===== src/hw/rtl/timed_key_sequence_player_assert.svh =====
// assertion macros for the key sequence player
`ifndef TIMED_KEY_SEQUENCE_PLAYER_ASSERT_SVH
`define TIMED_KEY_SEQUENCE_PLAYER_ASSERT_SVH

// same-cycle implication, checked out of reset
`define TKSP_ASSERT_NOW(label, ante, cons, msg) \
    label: assert property (@(posedge i_clk) disable iff (!i_rst_n) (ante) |-> (cons)) \
        else $error(msg);

// next-cycle implication, checked out of reset
`define TKSP_ASSERT_NEXT(label, ante, cons, msg) \
    label: assert property (@(posedge i_clk) disable iff (!i_rst_n) (ante) |=> (cons)) \
        else $error(msg);

`endif


===== src/hw/rtl/tksp_pkg.sv =====
package tksp_pkg;

    localparam int MAX_STEPS_DEF = 16;
    localparam int TIME_BITS_DEF = 16;

    typedef enum logic [1:0] {
        MODE_TICK  = 2'd0,
        MODE_START = 2'd1,
        MODE_STOP  = 2'd2,
        MODE_LOAD  = 2'd3
    } t_mode;

    typedef enum logic [1:0] {
        ACT_PRESS       = 2'd0,
        ACT_RELEASE     = 2'd1,
        ACT_RELEASE_ALL = 2'd2
    } t_action;

    typedef enum logic [2:0] {
        PH_HOLD    = 3'b001,
        PH_GAP     = 3'b010,
        PH_LOOPGAP = 3'b100
    } t_phase;

    localparam logic [1:0] CFG_STEP_COUNT  = 2'd0;
    localparam logic [1:0] CFG_LOOP_ENABLE = 2'd1;
    localparam logic [1:0] CFG_LOOP_GAP    = 2'd2;

    typedef struct packed {
        t_action    action;
        logic [7:0] key;
        logic       last;
    } t_result;

endpackage


===== src/hw/rtl/timed_key_sequence_player.sv =====
// channel   direction  handshake               payload
// input     in         i_valid / o_stall       i_mode i_step_index i_key_code i_hold_time
//                                              i_gap_time
// output    out        o_valid / i_stall       o_action o_key_out o_last
// config    in         i_cfg_valid/o_cfg_ready i_cfg_index i_cfg_data
//
// one request accepted per cycle while o_stall is low; it is registered, decoded against the player state in
// the next cycle and its zero to two results enter an 8-entry output queue
// results of a request pass through the input registers, then the output queue, to the output
// results leave at one per cycle while i_stall is low; o_stall rises from registered queue fill and r_in_valid only
// reset is synchronous and clears state, config and queue, not the step table
`include "timed_key_sequence_player_assert.svh"

module timed_key_sequence_player #(
    parameter int MAX_STEPS = tksp_pkg::MAX_STEPS_DEF,
    parameter int TIME_BITS = tksp_pkg::TIME_BITS_DEF
) (
    input  logic        i_clk,
    input  logic        i_rst_n,
    input  logic        i_valid,
    output logic        o_stall,
    input  logic [1:0]  i_mode,
    input  logic [3:0]  i_step_index,
    input  logic [7:0]  i_key_code,
    input  logic [15:0] i_hold_time,
    input  logic [15:0] i_gap_time,
    output logic        o_valid,
    input  logic        i_stall,
    output logic [1:0]  o_action,
    output logic [7:0]  o_key_out,
    output logic        o_last,
    input  logic        i_cfg_valid,
    output logic        o_cfg_ready,
    input  logic [1:0]  i_cfg_index,
    input  logic [15:0] i_cfg_data
);
    import tksp_pkg::*;

    localparam int TW     = TIME_BITS;
    localparam int CW     = (TW > 16) ? TW : 16;
    localparam int IW     = (MAX_STEPS > 1) ? $clog2(MAX_STEPS) : 1;
    localparam int NW     = $clog2(MAX_STEPS + 1);
    localparam int SW     = (NW > 5) ? NW : 5;
    localparam int QDEPTH = 8;
    localparam int QW     = $clog2(QDEPTH);
    localparam int QCW    = $clog2(QDEPTH + 1);
    localparam logic [CW-1:0] TMAX_C = CW'((64'd1 << TW) - 64'd1);
    localparam logic [TW-1:0] TMAX   = TW'(TMAX_C);

    typedef struct packed {
        logic [7:0]    key;
        logic [TW-1:0] hold;
        logic [TW-1:0] gap;
    } t_step;

    function automatic logic [TW-1:0] f_clamp(input logic [15:0] v);
        logic [CW-1:0] ext;
        ext = CW'(v);
        return (ext > TMAX_C) ? TMAX : TW'(ext);
    endfunction

    // config
    logic [4:0]  r_step_count;
    logic        r_loop_enable;
    logic [15:0] r_loop_gap;

    // input stage
    logic        r_in_valid;
    t_mode       r_in_mode;
    logic [3:0]  r_in_idx;
    logic [7:0]  r_in_key;
    logic [15:0] r_in_hold;
    logic [15:0] r_in_gap;

    // player state
    logic          r_playing, n_playing;
    t_phase        r_phase, n_phase;
    logic [IW-1:0] r_cur, n_cur;
    logic [TW-1:0] r_elapsed, n_elapsed;
    t_step         r_act, n_act;
    t_step         r_nx;
    t_step         r_mem [MAX_STEPS];

    // output queue
    t_result        r_q [QDEPTH];
    logic [QW-1:0]  r_head, r_tail;
    logic [QCW-1:0] r_cnt, n_cnt;

    logic          in_acc;
    logic          pop;
    t_result       res0, res1;
    logic [1:0]    res_n;
    logic [SW-1:0] used;
    logic [SW-1:0] cur_p1;
    logic [IW-1:0] cur_wrap;
    logic [IW-1:0] ncur_wrap;
    logic [SW-1:0] ld_idx;
    logic          mem_we;
    logic [IW-1:0] mem_waddr;
    t_step         mem_wdata;
    logic [IW-1:0] mem_raddr;
    logic [TW-1:0] el_inc;

    assign o_cfg_ready = 1'b1;
    assign o_stall     = (QCW'(r_cnt) + (r_in_valid ? QCW'(2) : QCW'(0))) > QCW'(QDEPTH - 2);
    assign in_acc      = i_valid && !o_stall;
    assign o_valid     = (r_cnt != '0);
    assign pop         = o_valid && !i_stall;
    assign o_action    = r_q[r_head].action;
    assign o_key_out   = r_q[r_head].key;
    assign o_last      = r_q[r_head].last;

    assign used      = (SW'(r_step_count) > SW'(MAX_STEPS)) ? SW'(MAX_STEPS)
                                                            : SW'(r_step_count);
    assign cur_p1    = SW'(r_cur) + SW'(1);
    assign cur_wrap  = (cur_p1 == SW'(MAX_STEPS)) ? '0 : IW'(cur_p1);
    assign ld_idx    = SW'(r_in_idx);
    assign mem_waddr = IW'(ld_idx);
    assign mem_wdata = '{key: r_in_key, hold: f_clamp(r_in_hold), gap: f_clamp(r_in_gap)};
    assign mem_we    = r_in_valid && (r_in_mode == MODE_LOAD) && (ld_idx < SW'(MAX_STEPS));
    assign el_inc    = (r_elapsed != TMAX) ? r_elapsed + TW'(1) : r_elapsed;

    always_comb begin
        n_playing = r_playing;
        n_phase   = r_phase;
        n_cur     = r_cur;
        n_elapsed = r_elapsed;
        n_act     = r_act;
        res0      = '{action: ACT_RELEASE_ALL, key: 8'd0, last: 1'b1};
        res1      = '{action: ACT_RELEASE_ALL, key: 8'd0, last: 1'b1};
        res_n     = 2'd0;
        if (r_in_valid) begin
            unique case (r_in_mode)
                MODE_START: begin
                    if (!r_playing && used != '0) begin
                        n_playing = 1'b1;
                        n_cur     = '0;
                        n_phase   = PH_HOLD;
                        n_elapsed = '0;
                        n_act     = r_nx;
                        if (r_nx.key != 8'd0) begin
                            res0  = '{action: ACT_PRESS, key: r_nx.key, last: 1'b1};
                            res_n = 2'd1;
                        end
                    end
                end
                MODE_STOP, MODE_LOAD: begin
                    if (r_playing) begin
                        n_playing = 1'b0;
                        res_n     = 2'd1;
                    end
                end
                MODE_TICK: begin
                    if (r_playing) begin
                        n_elapsed = el_inc;
                        case (r_phase)
                            PH_HOLD: begin
                                if (el_inc >= r_act.hold) begin
                                    if (cur_p1 < used) begin
                                        n_phase   = PH_GAP;
                                        n_elapsed = '0;
                                    end else if (r_loop_enable) begin
                                        n_phase   = PH_LOOPGAP;
                                        n_elapsed = '0;
                                    end else begin
                                        n_playing = 1'b0;
                                    end
                                    if (r_act.key != 8'd0) begin
                                        res0 = '{action: ACT_RELEASE, key: r_act.key,
                                                 last: n_playing};
                                        res_n = n_playing ? 2'd1 : 2'd2;
                                    end else if (!n_playing) begin
                                        res_n = 2'd1;
                                    end
                                end
                            end
                            PH_GAP, PH_LOOPGAP: begin
                                if ((r_phase == PH_GAP) ? (el_inc >= r_act.gap)
                                                        : (el_inc >= f_clamp(r_loop_gap))) begin
                                    n_cur     = (r_phase == PH_GAP) ? cur_wrap : '0;
                                    n_phase   = PH_HOLD;
                                    n_elapsed = '0;
                                    n_act     = r_nx;
                                    if (r_nx.key != 8'd0) begin
                                        res0  = '{action: ACT_PRESS, key: r_nx.key, last: 1'b1};
                                        res_n = 2'd1;
                                    end
                                end
                            end
                            default: n_phase = PH_HOLD;
                        endcase
                    end
                end
            endcase
        end
    end

    // prefetch the step that the next press needs
    assign ncur_wrap = (SW'(n_cur) + SW'(1) == SW'(MAX_STEPS)) ? '0 : IW'(SW'(n_cur) + SW'(1));
    assign mem_raddr = (n_playing && n_phase != PH_LOOPGAP) ? ncur_wrap : '0;

    always_ff @(posedge i_clk) begin
        if (mem_we) begin
            r_mem[mem_waddr] <= mem_wdata;
        end
        if (mem_we && mem_waddr == mem_raddr) begin
            r_nx <= mem_wdata;
        end else begin
            r_nx <= r_mem[mem_raddr];
        end
    end

    assign n_cnt = r_cnt + QCW'(res_n) - QCW'(pop);

    always_ff @(posedge i_clk) begin
        if (res_n != 2'd0) begin
            r_q[r_tail] <= res0;
        end
        if (res_n == 2'd2) begin
            r_q[r_tail + QW'(1)] <= res1;
        end
        r_in_mode <= in_acc ? t_mode'(i_mode) : r_in_mode;
        r_in_idx  <= in_acc ? i_step_index : r_in_idx;
        r_in_key  <= in_acc ? i_key_code : r_in_key;
        r_in_hold <= in_acc ? i_hold_time : r_in_hold;
        r_in_gap  <= in_acc ? i_gap_time : r_in_gap;
        r_act     <= n_act;
    end

    always_ff @(posedge i_clk) begin
        if (!i_rst_n) begin
            r_step_count  <= '0;
            r_loop_enable <= 1'b0;
            r_loop_gap    <= '0;
            r_in_valid    <= 1'b0;
            r_playing     <= 1'b0;
            r_phase       <= PH_HOLD;
            r_cur         <= '0;
            r_elapsed     <= '0;
            r_head        <= '0;
            r_tail        <= '0;
            r_cnt         <= '0;
        end else begin
            if (i_cfg_valid && o_cfg_ready) begin
                unique case (i_cfg_index)
                    CFG_STEP_COUNT:  r_step_count  <= i_cfg_data[4:0];
                    CFG_LOOP_ENABLE: r_loop_enable <= i_cfg_data[0];
                    CFG_LOOP_GAP:    r_loop_gap    <= i_cfg_data;
                    default: ;
                endcase
            end
            r_in_valid <= in_acc;
            r_playing  <= n_playing;
            r_phase    <= n_phase;
            r_cur      <= n_cur;
            r_elapsed  <= n_elapsed;
            r_head     <= r_head + QW'(pop);
            r_tail     <= r_tail + QW'(res_n);
            r_cnt      <= n_cnt;
        end
    end

    `TKSP_ASSERT_NOW(a_queue_bound, 1'b1, r_cnt <= QCW'(QDEPTH), "output queue overflow")
    `TKSP_ASSERT_NOW(a_stage_room, r_in_valid, r_cnt <= QCW'(QDEPTH - 2), "no room for request")
    `TKSP_ASSERT_NOW(a_stop_releases, r_in_valid && r_playing && !n_playing, res_n != 2'd0, "stop without release all")
    `TKSP_ASSERT_NEXT(a_start_hold, r_in_valid && !r_playing && n_playing, r_phase == PH_HOLD && r_elapsed == '0, "bad start state")

endmodule

===== config.mk =====
export PLATFORM = sky130hd
export DESIGN_NAME = timed_key_sequence_player
export DESIGN_NICKNAME = d
export VERILOG_FILES = /design/src/hw/rtl/tksp_pkg.sv /design/src/hw/rtl/timed_key_sequence_player.sv
export VERILOG_INCLUDE_DIRS = /design/src /design/src/hw/rtl
export SDC_FILE = /design/constraint.sdc
export NUM_CORES = 1
export LEC_CHECK = 0
export ABC_CLOCK_PERIOD_IN_PS = 8600
export BUFFER_PORTS_ARGS = -buffer_cell sky130_fd_sc_hd__buf_2
export CORE_UTILIZATION = 62
export DETAILED_ROUTE_END_ITERATION = 8
export PLACE_DENSITY = 0.79
export SYNTH_ARGS = -nofsm -noshare
export SYNTH_HDL_FRONTEND = slang
export SYNTH_SLANG_ARGS = --single-unit

===== constraint.sdc =====
create_clock -name i_clk -period 8.6 [get_ports i_clk]
set_input_delay 1.72 -clock i_clk [delete_from_list [all_inputs] [get_ports i_clk]]
set_output_delay 1.72 -clock i_clk [all_outputs]
set_load 0.005 [all_outputs]

After elaboration in Yosys (flattened, before gate mapping)
Memories as Yosys holds them, arrays and structs flattened. A register that Yosys moved wholly into a read port is not among the register bits.
Cells that the tools add are included.
{"block": "word_totals", "regBits": 143, "latch_bits": 0, "mem_bits_rw": 728, "romBits": 0, "inputBits": 69, "wordCells": 161, "n_memories": 2}
{"block": "op_classes", "addsub": 9, "mul": 0, "n_div": 0, "n_lt_le_gt_ge": 10, "n_eq_ne": 17, "shift": 0, "n_mux": 80, "bitwise_logic": 0, "n_reduce_logical": 24}
{"memory": "r_mem", "depth": 16, "width": 40, "rd": 1, "rd_clocked_by_memory_dff": 1, "write_ports": 1, "line": "timed_key_sequence_player.sv:82", "text": "t_step r_mem [MAX_STEPS];"}
{"memory": "r_q", "depth": 8, "width": 11, "rd": 1, "rd_clocked_by_memory_dff": 1, "write_ports": 2, "line": "timed_key_sequence_player.sv:85", "text": "t_result r_q [QDEPTH];"}
{"op": "$mux 16", "n": 10}
{"op": "$mux 40", "n": 4}
{"op": "$pmux 40 s2", "n": 1}
{"op": "$mux 11", "n": 7}
{"op": "$pmux 16 s2", "n": 2}
{"op": "$ge 16x16->1", "n": 3}
{"op": "$gt 16x16->1 const B", "n": 3}
{"op": "$pmux 11 s2", "n": 2}
{"op": "$mux 4", "n": 9}
{"op": "$mux 3", "n": 8}
{"op": "$mux 1", "n": 23}
{"op": "$add 16x1->16 const B", "n": 1}
{"op": "$ne 16x16->1 const B", "n": 1}
{"op": "$reduce_bool 8->1", "n": 2}
{"op": "$mux 2", "n": 7}
{"op": "$pmux 3 s2", "n": 2}
{"op": "$add 4x1->5 const B", "n": 2}
{"op": "$eq 5x5->1 const B", "n": 2}
{"op": "$add 4x2->4", "n": 2}
{"op": "$eq 2x2->1 const B", "n": 4}
{"op": "$ne 2x2->1 const B", "n": 4}
{"op": "$pmux 4 s2", "n": 1}
{"op": "$logic_and 1x1->1", "n": 6}
{"op": "$pmux 2 s3", "n": 1}
{"op": "other kinds (25)", "n": 33}

Longest topological paths before layout
Gate-level depths: netlist (run 1).
{"block": "logic_depth", "ltp_word": 19, "ltp_mapped": 26, "ltp_nobuf": 23}

Least setup slack after synthesis (run 1)
OpenSTA, ideal clock, no wires.
{"block": "synth_path", "kind": "reg2reg", "from": "register r_elapsed[3]", "to": "register with a tool-made name", "setup_ns": 0.091, "arrival_ns": 6.055, "path_slack_ns": 2.454, "path_stages_with_launch": 22, "cell_sequence": "dfxtp_1 > clkbuf_1 > and4_1 > nand4_1 > nor4_1 > nand2b_1 > clkbuf_1 > and4_1 > and3_1 > xor2_1 > ha_1 > nand4_1 > and3_1 > o21ai_0 > a311oi_2 > nor4b_2 > o21a_1 > clkbuf_1 > a21boi_0 > ha_1 > and3_1 > a311oi_1"}
{"item": "start: declaration", "line": "timed_key_sequence_player.sv:79", "text": "logic [TW-1:0] r_elapsed, n_elapsed;"}
{"item": "start signal: assignment", "line": "timed_key_sequence_player.sv:256", "text": "r_elapsed <= n_elapsed;"}

Final worst setup path (run 1)
{"block": "layout_path", "from": "register r_elapsed[3]", "to": "register r_cnt[2]"}
{"block": "layout_between", "elab_chain_cells": 11, "word_cells_on_any_way": 15, "classes_between": "3 x add/sub; 3 x order compare; 1 x eq/ne; 8 x mux"}
{"item": "$add 16x1->16 or $ne 16x16->1 (tied branches)", "line": "timed_key_sequence_player.sv:121", "text": "assign el_inc = (r_elapsed != TMAX) ? r_elapsed + TW'(1) : r_elapsed;"}
{"item": "$mux 16 (*)", "line": "timed_key_sequence_player.sv:121"}
{"item": "$ge 16x16->1 (on tied branches)", "line": "timed_key_sequence_player.sv:179, timed_key_sequence_player.sv:178"}
{"item": "$mux 1", "line": "timed_key_sequence_player.sv:178", "text": "if ((r_phase == PH_GAP) ? (el_inc >= r_act.gap)"}
{"item": "$mux 2", "line": "timed_key_sequence_player.sv:178"}
{"item": "$pmux 2 s2 (*)", "line": "timed_key_sequence_player.sv:156", "text": "case (r_phase)"}
{"item": "$mux 2 (*)", "line": "timed_key_sequence_player.sv:154", "text": "if (r_playing) begin"}
{"item": "$pmux 2 s3 (*)", "line": "timed_key_sequence_player.sv:133", "text": "unique case (r_in_mode)"}
{"item": "$mux 2 (*)", "line": "timed_key_sequence_player.sv:132", "text": "if (r_in_valid) begin"}
{"item": "$add 4x2->4 (*)", "line": "timed_key_sequence_player.sv:213", "text": "assign n_cnt = r_cnt + QCW'(res_n) - QCW'(pop);"}
{"item": "$sub 4x1->4 (*)", "line": "timed_key_sequence_player.sv:213"}
{"item": "end signal: assignment", "line": "timed_key_sequence_player.sv:259", "text": "r_cnt <= n_cnt;"}
{"item": "end: declaration", "line": "timed_key_sequence_player.sv:87", "text": "logic [QCW-1:0] r_cnt, n_cnt;"}
Every way passes the cells marked *; elsewhere a longest branch is shown, timed or not.
A chain may end at the register's enable or synchronous reset.

==> metrics.cfg, run 1 <==
[timing]
finalClockSkew_ns = 0.02777
maxClockFrequency_ghz = 0.1652
hold_ws_ns = 0.4707
fin_ws_ns = 2.547
finalSetupTns_ns = 0
rsz0062_at_grt = no
relSlewSlack_pct = 18.21
period_share_pct = 70.39
tightestPinTransition_ns = 1.225
finalHoldViolCount = 0
fin_crit_ns = 6.053
drv_slew = 0
setup_viol = 0

[clock_tree]
cts_buffers = 84
clk_pin_slew_ns = 0.06
cts_tree = done
cts_resized = 0
post_cts_buffers = 0
root_buffer = clkbuf_16
post_cts_hold_buffer_count = 0
clock-sinks = 875
clock_path_buffers = 3
clk_latency_ns = 0.64
htreeDepth = 3

[pwr]
power.total_w = 0.008976
power_frac_clock_pct = 39.8
netSwitchingPower_w = 0.001975
ir_drop_mv = 0.1826
combPwrFrac_pct = 4.8
leakagePower_nw = 13.06
power.density_mw_per_mm2 = 227.8
seqPwrFrac_pct = 55.4
switching_share_pct = 22.00
p_int_w = 0.007001

[hold_path]
hold_start = r_loop_gap[11]$_SDFFE_PN0P_
min_path_type = reg -> reg
whs_path_depth = 2
whs_endpoint = r_loop_gap[11]$_SDFFE_PN0P_

[setup_path]
cp_top_family = simple AND/OR/NAND/NOR gates
end_kind = register
crit_type = reg -> reg
critPathRequiredTime_ns = 9.11
crit_path_frequent_cell = ha_1
slowest_delay_ns = 0.68
rr_startpoint = r_elapsed[3]$_SDFFE_PN0P_
cp_slowest_cell = nor4b_2
r2r_slack_ns = 2.55
reg2reg_depth = 22
r2r-end = r_cnt[2]$_SDFF_PN0_
crit_arrival_ns = 6.56
worst-path-max-fanout = 10
cp.buffers_inverters = 2
path_cells = and4_1 -> nand4_1 -> nor4_1 -> nand2b_1 -> and4_1 -> and3_1 -> xor2_1 -> ha_1 -> nand3_1 -> a211oi_1 -> a2111o_1 -> a221oi_1 -> nor4b_2 -> o21a_1 -> o21a_1 -> inv_1 -> ha_1 -> inv_1 -> ha_1 -> fa_1 -> xor2_1 -> and2_1
start_kind = register

[drt]
dr.pass1.iters = 6
drc = 0
drt-total-wl_um = 83480
wl_per_cell_um = 28.30
via_per_inst = 6.604
drtAntennaViolNets = 0
drtIter0Drc = 2149
vias = 19482

[outcome]
status = complete, no violations

[final_layout]
final_common_cell = edfxtp_1
drive_above_1_share_pct = 22.33
final_cell_mix = 726 x edfxtp_1, 214 x mux4_2, 145 x dfxtp_1
fin_util_pct = 69.88
nNetsFinal = 2270
diodes = 0
syn_to_final_growth_pct = 11.25

[logic_synthesis]
synthDistinctLibCells = 60
yosysSeqAreaShare_pct = 69.98
yosys_warnings = 0
synth_xor_xnor_area_share_pct = 0.4451
synth_area_sq_mm = 0.03542
synth_simple_gate_area_share_pct = 5.727
synth-edff-count = 726
syn-num-nets = 2160
synth_flop_cell = edfxtp_1
synth_compound_area_share_pct = 3.900
ys_ff_latch = 875
synth_cells = 2019
synth_mux_area_share_pct = 15.51
async_reset_ff_share_pct = 0
synth_top_family_by_area = multiplexers
avgSynthCellArea_sq_um = 17.54
synth_fa_ha_area_share_pct = 2.586

[placement]
hpwl_um = 42620
portBuffers = 81
gp_congestion = 0.9144
dp_slack_ns = 2.640

[die]
core-area_sq_mm = 0.05639
rows = 87
die_h_um = 241.0
fp.dieW_um = 241.0
start_util_pct = 62.81
dieArea_sq_mm = 0.05808
io_pins = 83

[global_routing]
grt_pass1_wl_um = 124500
grt_start_max_net_pins = 115
grt_pass1_vias = 19755
grt_use_total_pct = 29.87
grt_overflow = 0
antenna_found_initial = 1

[run]
maxCapViolCount = 0

## layout make-up
class	count	area, sq um
Tap cell	756	945.9
Timing Repair Buffer	117	688.2
Fill cell	3489	16990
Clock buffer	108	2296
Clock inverter	43	336.6
Multi-Input combinational cell	985	10090
Inverter	66	247.7
Sequential cell	875	24790
## state kept, by name, summed over array words and instances, names as in the netlist, 5 cells and up, named ones only
signal	flops
r_act	40
r_elapsed	16
r_in_gap	16
r_in_hold	16
r_in_key	8
r_loop_gap	16
r_mem	640
r_q	88
r_step_count	5
## logic make-up after synthesis
logic type / count (synthesis)
fa+ha+maj: 72
simple gates: 406
other cells: 1
xor+xnor: 18
flops: 875
compound gates: 208
mux: 280
buf+inv: 159
## cell usage after synthesis, types with 21 or more instances
library cell,n,area [sq um]
mux4_2,214,4820
mux2i_1,55,550.5
dfxtp_1,149,2983
buf_1,21,78.83
nor2b_1,34,212.7
a21oi_1,56,280.3
edfxtp_1,726,21800
inv_1,66,247.7
ha_1,70,875.8
o21ai_0,25,125.1
nand3_1,43,215.2
nand2_1,114,427.9
clkbuf_1,53,198.9
a22oi_1,21,157.7
and2_1,21,131.4
nor2_1,94,352.8
## worst max-delay path by stage
stage / start / to / slack, ns / depth (start not counted)
after CTS: r_elapsed[3]$_SDFFE_PN0P_ / r_cnt[2]$_SDFF_PN0_ / 2.57 / 22
final: r_elapsed[3]$_SDFFE_PN0P_ / r_cnt[2]$_SDFF_PN0_ / 2.55 / 22
after floorplan: r_elapsed[3]$_SDFFE_PN0P_ / register / 2.45 / 21
after global placement: r_elapsed[3]$_SDFFE_PN0P_ / r_cnt[2]$_SDFF_PN0_ / 2.81 / 22
after detailed placement: r_elapsed[3]$_SDFFE_PN0P_ / r_cnt[2]$_SDFF_PN0_ / 2.64 / 22
after global routing: r_elapsed[3]$_SDFFE_PN0P_ / register / 2.02 / 19
## power groups by stage
stage	clock (W)	sequential [W]	combinational (W)
after detailed placement	0	0.00505	0.000432
after global placement	0	0.00503	0.000415
final	0.00358	0.00497	0.000432
after global routing	0.00379	0.00499	0.000473
after CTS	0.00362	0.00497	0.000438
after floorplan	0	0.00498	0.000314
## routing by layer
| metal | GRT usage, % | share of wire [%] | vias to the layer above |
|---|---|---|---|
| met5 | 0 | 0 | - |
| met4 | 11.03 | 3.4 | 0 |
| met3 | 6.497 | 10 | 206 |
| met2 | 48.29 | 49 | 1145 |
| met1 | 40.35 | 37 | 9925 |
| li1 | - | - | 8206 |
## tightest hold or removal path, cell delays in order (launching register included)
cell and delay (ns):
dfxtp_1 0.31, nand2_1 0.05, a21boi_0 0.06
## per-stage QoR
stage	area, sq um	cells
CTS	39400	2950
detailed placement	36770	2799
floorplan	35420	2019
finish	39400	2950
global placement	36770	2799
global route	39400	2950
No activity file was read; power rests on OpenSTA's default activity.
==> inputs of run 2 (changes only) <==
- ABC_AREA: not set -> 1
- ABC_CLOCK_PERIOD_IN_PS: 8600 -> 5100
- CORE_UTILIZATION: 62 -> 56
- PLACE_DENSITY: 0.79 -> 0.75
- clock period: 8.6 -> 5.1 ns (I/O delays scaled with it)
==> metrics.cfg, run 2 <==
[drt]
drtAntennaViolNets = 0
wl_per_cell_um = 20.91
dr.pass1.iters = 5
drtIter0Drc = 3121
vias = 25704
drc = 0
drt-total-wl_um = 90070
via_per_inst = 5.968

[outcome]
status = complete, no violations

[logic_synthesis]
synth_flop_cell = edfxtp_1
avgSynthCellArea_sq_um = 10.99
yosys_warnings = 0
yosysTopAreaCell = edfxtp_1
synth_area_leaders = edfxtp_1 59%, dfxtp_1 8.1%, nor2_1 5.4%
yosysSeqAreaShare_pct = 67.59
synth_cells = 3335
synthDistinctLibCells = 37
synth_area_sq_mm = 0.03667
ys_ff_latch = 875
async_reset_ff_share_pct = 0
synth.most_common_cell = edfxtp_1
syn-num-nets = 3476
synth_commonest_cells = 726 x edfxtp_1, 524 x nor2_1, 467 x nand2_1
synth_top_area_share_pct = 59.46
synth-edff-count = 726

[die]
dieArea_sq_mm = 0.06650
core-area_sq_mm = 0.06458
rows = 93
start_util_pct = 56.77
die_h_um = 257.9
io_pins = 83
fp.dieW_um = 257.9

[setup_path]
path_cells = nand2_1 -> nor2_1 -> inv_1 -> nor4_1 -> inv_1 -> nor2_2 -> nand2_1 -> xnor2_1 -> ha_1 -> a21oi_1 -> o21ai_0 -> a21oi_1 -> nand3_1 -> buf_4 -> nand2_1 -> inv_1 -> nand2_1 -> ha_1 -> inv_1 -> ha_1 -> a21o_1 -> a21oi_1 -> o21ai_0 -> a21oi_1
r2r_slack_ns = 0.44
slowest_delay_ns = 0.46
crit_type = reg -> reg
start_kind = register
end_kind = register
critPathRequiredTime_ns = 5.67
crit_arrival_ns = 5.23
worst-path-max-fanout = 12
cp_slowest_cell = xnor2_1

[timing]
tightestPinTransition_ns = 1.202
relSlewSlack_pct = 19.66
finalClockSkew_ns = 0.04499
hold_ws_ns = 0.4575
finalSetupTns_ns = 0
finalHoldViolCount = 0
fin_crit_ns = 4.659
rsz0062_at_grt = no
maxClockFrequency_ghz = 0.2146
period_share_pct = 91.36
drv_slew = 0
setup_viol = 0

[final_layout]
drive_above_1_share_pct = 9.154
final_common_cell = edfxtp_1
nNetsFinal = 3523
fillers = 4867
syn_to_final_growth_pct = 11.67
largest_reg_flops = 640
regMostFlops = r_mem
fin_util_pct = 63.40
final_area_sq_mm = 0.04095
diodes = 0
final_cell_mix = 726 x edfxtp_1, 504 x nor2_1, 467 x nand2_1
top_regs = r_mem: 640 flops, r_q: 88 flops, r_act: 40 flops

[hold_path]
min_path_type = reg -> reg

[clock_tree]
clock-sinks = 875
cts_buffers = 88
clock_path_buffers = 3
cts_tree = done
htreeDepth = 3
clk_latency_ns = 0.68
post_cts_hold_buffer_count = 0
root_buffer = clkbuf_16
clk_pin_slew_ns = 0.06

[placement]
placed_cell_area_sq_mm = 0.03800
portBuffers = 81
gp_congestion = 0.9195
hpwl_um = 50580

[global_routing]
grt_start_max_net_pins = 190
grt_pass1_vias = 23714
grt_pass1_wl_um = 137900
grt_use_total_pct = 27.00
grt_overflow = 0
antenna_found_initial = 0

[pwr]
ir_drop_mv = 0.2979
power.density_mw_per_mm2 = 399.4
leakagePower_nw = 15.26

[run]
maxCapViolCount = 0

==> run 2: changes by cell type in the layout (fill, tap and decap cells not counted), sizes merged, moves of 26 or more <==
cell / previous run / this run
mux4: 214 / 0
nor2b: 34 / 0
a21oi: 56 / 137
mux2i: 55 / 0
o221ai: 0 / 103
nand3: 43 / 243
o21ai: 26 / 361
inv: 69 / 203
o211ai: 7 / 33
o22ai: 8 / 36
buf: 117 / 152
nand2: 114 / 468
nor2: 94 / 524
==> run 2: layout make-up <==
class | count | area (sq um) | area share (%)
sequential | 875 | 24800 | 60.56
tap | 855 | 1070 | 2.613
timing repair buffer | 152 | 979.7 | 2.393
inverter | 203 | 775.7 | 1.895
clock buffer | 110 | 2369 | 5.785
multi-input combinational | 2062 | 10500 | 25.63
clock inverter | 50 | 457.9 | 1.118
==> run 2: cell families (layout without fill, tap and decap cells) <==
group,count (synthesis),after routing,share of synthesized area (%)
and+or+nand+nor,1279,1279,14.19
DFF,875,875,67.59
AOI/OAI and AO/OA,691,691,10.94
buffers and inverters,398,515,4.313
adders and majority gates,72,72,2.498
xor gates and xnor gates,19,19,0.4539
other,1,1,0.01023
==> run 2: metal layers <==
metal / vias to the layer above / track usage (%) / wire length [um]
li1: 11908 / - / -
met4: 0 / 10.16 / 3103
met2: 1270 / 42.45 / 41910
met5: - / 0 / 0
met1: 12328 / 37.99 / 37280
met3: 198 / 4.466 / 7773
==> run 2: metrics by stage <==
step	instances	power (W)	setup slack, ns
2_1_floorplan	3335	0.009568	0.7273
3_3_place_gp	4141	0.01015	0.4347
3_5_place_dp	4141	0.01018	0.3294
4_1_cts	4301	0.01640	0.3011
5_1_grt	4307	0.01693	0.02589
6_report	4307	0.01635	0.4406
==> run 2: timing repair <==
action	CTS	global route
setup endpoints to repair	0	69
resized for setup	0	13
setup buffers	0	6
==> run 2: worst paths after layout <==
| path | startpoint | endpoint | depth (start not counted) |
|---|---|---|---|
| setup / recovery | r_elapsed[3]$_SDFFE_PN0P_ | r_cnt[3]$_SDFF_PN0_ | 24 |
| hold / removal | r_q[6][0]$_SDFFE_PP1P_ | r_q[6][0]$_SDFFE_PP1P_ | 2 |
| setup reg to reg | r_elapsed[3]$_SDFFE_PN0P_ | r_cnt[3]$_SDFF_PN0_ | 24 |
| hold reg to reg | r_q[6][0]$_SDFFE_PP1P_ | r_q[6][0]$_SDFFE_PP1P_ | 2 |
==> run 2: power by group <==
part | total (W) | switching, W | internal [W]
clock | 0.00628 | 0.00276 | 0.00353
combinational | 0.00157 | 0.00108 | 0.000493
sequential | 0.00850 | 0.000307 | 0.00819
total | 0.0164 | 0.00414 | 0.0122
==> run 2: critical path: cells and delay by family (launching register included) <==
kind            cells  cell delay [ns]
compound gates      7             0.99
fa+ha+maj           3             0.88
simple gates        8             1.24
xor+xnor            1             0.46
flops               1             0.41
buf+inv             5             0.59
==> inputs of run 3 (changes only) <==
- PLACE_DENSITY: 0.75 -> 0.79
==> metrics.cfg, run 3 (synthesis results as in run 2) <==
[timing]
finalSetupTns_ns = 0
maxClockFrequency_ghz = 0.2180
period_share_pct = 89.93
setup_viol = 0
tightestPinTransition_ns = 1.104
fin_ws_ns = 0.5135
finalHoldViolCount = 0
rsz0062_at_grt = no
fin_crit_ns = 4.587
drv_slew = 0
relSlewSlack_pct = 26.37
finalClockSkew_ns = 0.01488

[setup_path]
cp_slowest_cell = nand4_1
path_depth = 25
cp_top_family = simple AND/OR/NAND/NOR gates
end_kind = register
crit_path_frequent_cell = nand2_1
slowest_delay_ns = 0.55
cp.buffers_inverters = 2
start_kind = register
worst-path-max-fanout = 11
reg2reg_depth = 25
critPathRequiredTime_ns = 5.62
crit_arrival_ns = 5.11
crit_type = reg -> reg

[placement]
gp_congestion = 0.9239
dp.cells = 4137
hpwl_um = 49780
dp_slack_ns = 0.4040
portBuffers = 81
placed_cell_area_sq_mm = 0.03801

[global_routing]
grt_use_total_pct = 26.76
grt_pass1_wl_um = 137300
antenna_found_initial = 0
grt_overflow = 0
grt_pass1_vias = 24304
grt_start_max_net_pins = 130

[final_layout]
multiInputGateArea_sq_mm = 0.01048
final_common_cell = edfxtp_1
nNetsFinal = 3512
drive_above_1_share_pct = 8.639
top_regs = r_mem: 640 flops, r_q: 88 flops, r_act: 40 flops
instances_no_fill = 4293
fillers = 4774
final_area_sq_mm = 0.04080
final_cell_mix = 726 x edfxtp_1, 505 x nor2_1, 467 x nand2_1
syn_to_final_growth_pct = 11.27
regArea_sq_mm = 0.02480
diodes = 0
regMostFlops = r_mem
largest_reg_flops = 640

[pwr]
ir_drop_mv = 0.2788
p_int_w = 0.01215
leakagePower_nw = 15.16
netSwitchingPower_w = 0.004051
power_frac_clock_pct = 37.9
switching_share_pct = 25.00
seqPwrFrac_pct = 52.4
combPwrFrac_pct = 9.7
power.density_mw_per_mm2 = 397.1
power.total_w = 0.01620

[hold_path]
whs_path_depth = 2
min_path_type = reg -> reg

[clock_tree]
post_cts_buffers = 0
cts_buffers = 87
cts_tree = done
clk_pin_slew_ns = 0.06
htreeDepth = 3
root_buffer = clkbuf_16
clk_latency_ns = 0.64
clock_path_buffers = 3
clock-sinks = 875

[drt]
drtIter0Drc = 3609
via_per_inst = 6.023
drt-total-wl_um = 89500
wl_per_cell_um = 20.85
drtAntennaViolNets = 0
dr.pass1.iters = 8
vias = 25857
drc = 0

[die]
die_h_um = 257.9
start_util_pct = 56.77
rows = 93
dieArea_sq_mm = 0.06650
fp.dieW_um = 257.9
core-area_sq_mm = 0.06458
io_pins = 83

[run]
maxCapViolCount = 0

[outcome]
status = complete, no violations

[run 3: cell count changes in the layout (fill, tap and decap cells not counted), sizes merged]
cell and delta:
buf -10, clkbuf +1, clkinv -3, clkinvlp +2
inv -4
[run 3: worst min-delay path: cells and delay by family (launching register included)]
family | cells | cell delay, ns
flops | 1 | 0.31
buf+inv | 1 | 0.05
compound gates | 1 | 0.05
[run 3: repair_timing]
action | in CTS | in global routing
endpoints found under the setup margin | 0 | 96
gates resized for setup | 0 | 11
hold buffers | 0 | 0
[run 3: power groups by stage]
stage / Combinational, W / Clock (W) / Sequential [W]
after floorplan: 0.00105 / 0 / 0.00852
after global placement: 0.00151 / 0 / 0.00862
after detailed placement: 0.00154 / 0 / 0.00863
after CTS: 0.00156 / 0.00619 / 0.00849
after global routing: 0.00176 / 0.00647 / 0.00853
final: 0.00157 / 0.00614 / 0.00849
[run 3: final cells by class]
type | count | share of cell area (%)
Inverter | 203 | 1.901
Multi-Input combinational cell | 2062 | 25.69
Timing Repair Buffer | 142 | 2.300
Clock inverter | 45 | 0.9415
Sequential cell | 875 | 60.78
Clock buffer | 111 | 5.763
Tap cell | 855 | 2.622
[run 3: final timing paths]
kind,to,startpoint,slack [ns]
hold / removal,r_loop_gap[0]$_SDFFE_PN0P_,r_loop_gap[0]$_SDFFE_PN0P_,0.45
setup / recovery,r_q[3][1]$_SDFFE_PP0P_,r_elapsed[1]$_SDFFE_PN0P_,0.51
hold reg to reg,r_loop_gap[0]$_SDFFE_PN0P_,r_loop_gap[0]$_SDFFE_PN0P_,0.45
setup reg to reg,r_q[3][1]$_SDFFE_PP0P_,r_elapsed[1]$_SDFFE_PN0P_,0.51
[run 3: layer usage]
metal  up-vias  GRT usage (%)  wire, um
met4         0          11.75      3471
li1      11884              -         -
met5         -              0         0
met3       223          4.162      8530
met2      1388          42.55     42270
met1     12362          36.71     35220
[run 3: through the flow]
step	util, %	hold WS (ns)
after floorplan	-	0.4236
after global placement	58.86	0.4324
after detailed placement	58.86	0.4371
after CTS	63.09	0.4523
after global routing	63.17	0.4636
final	63.17	0.4527
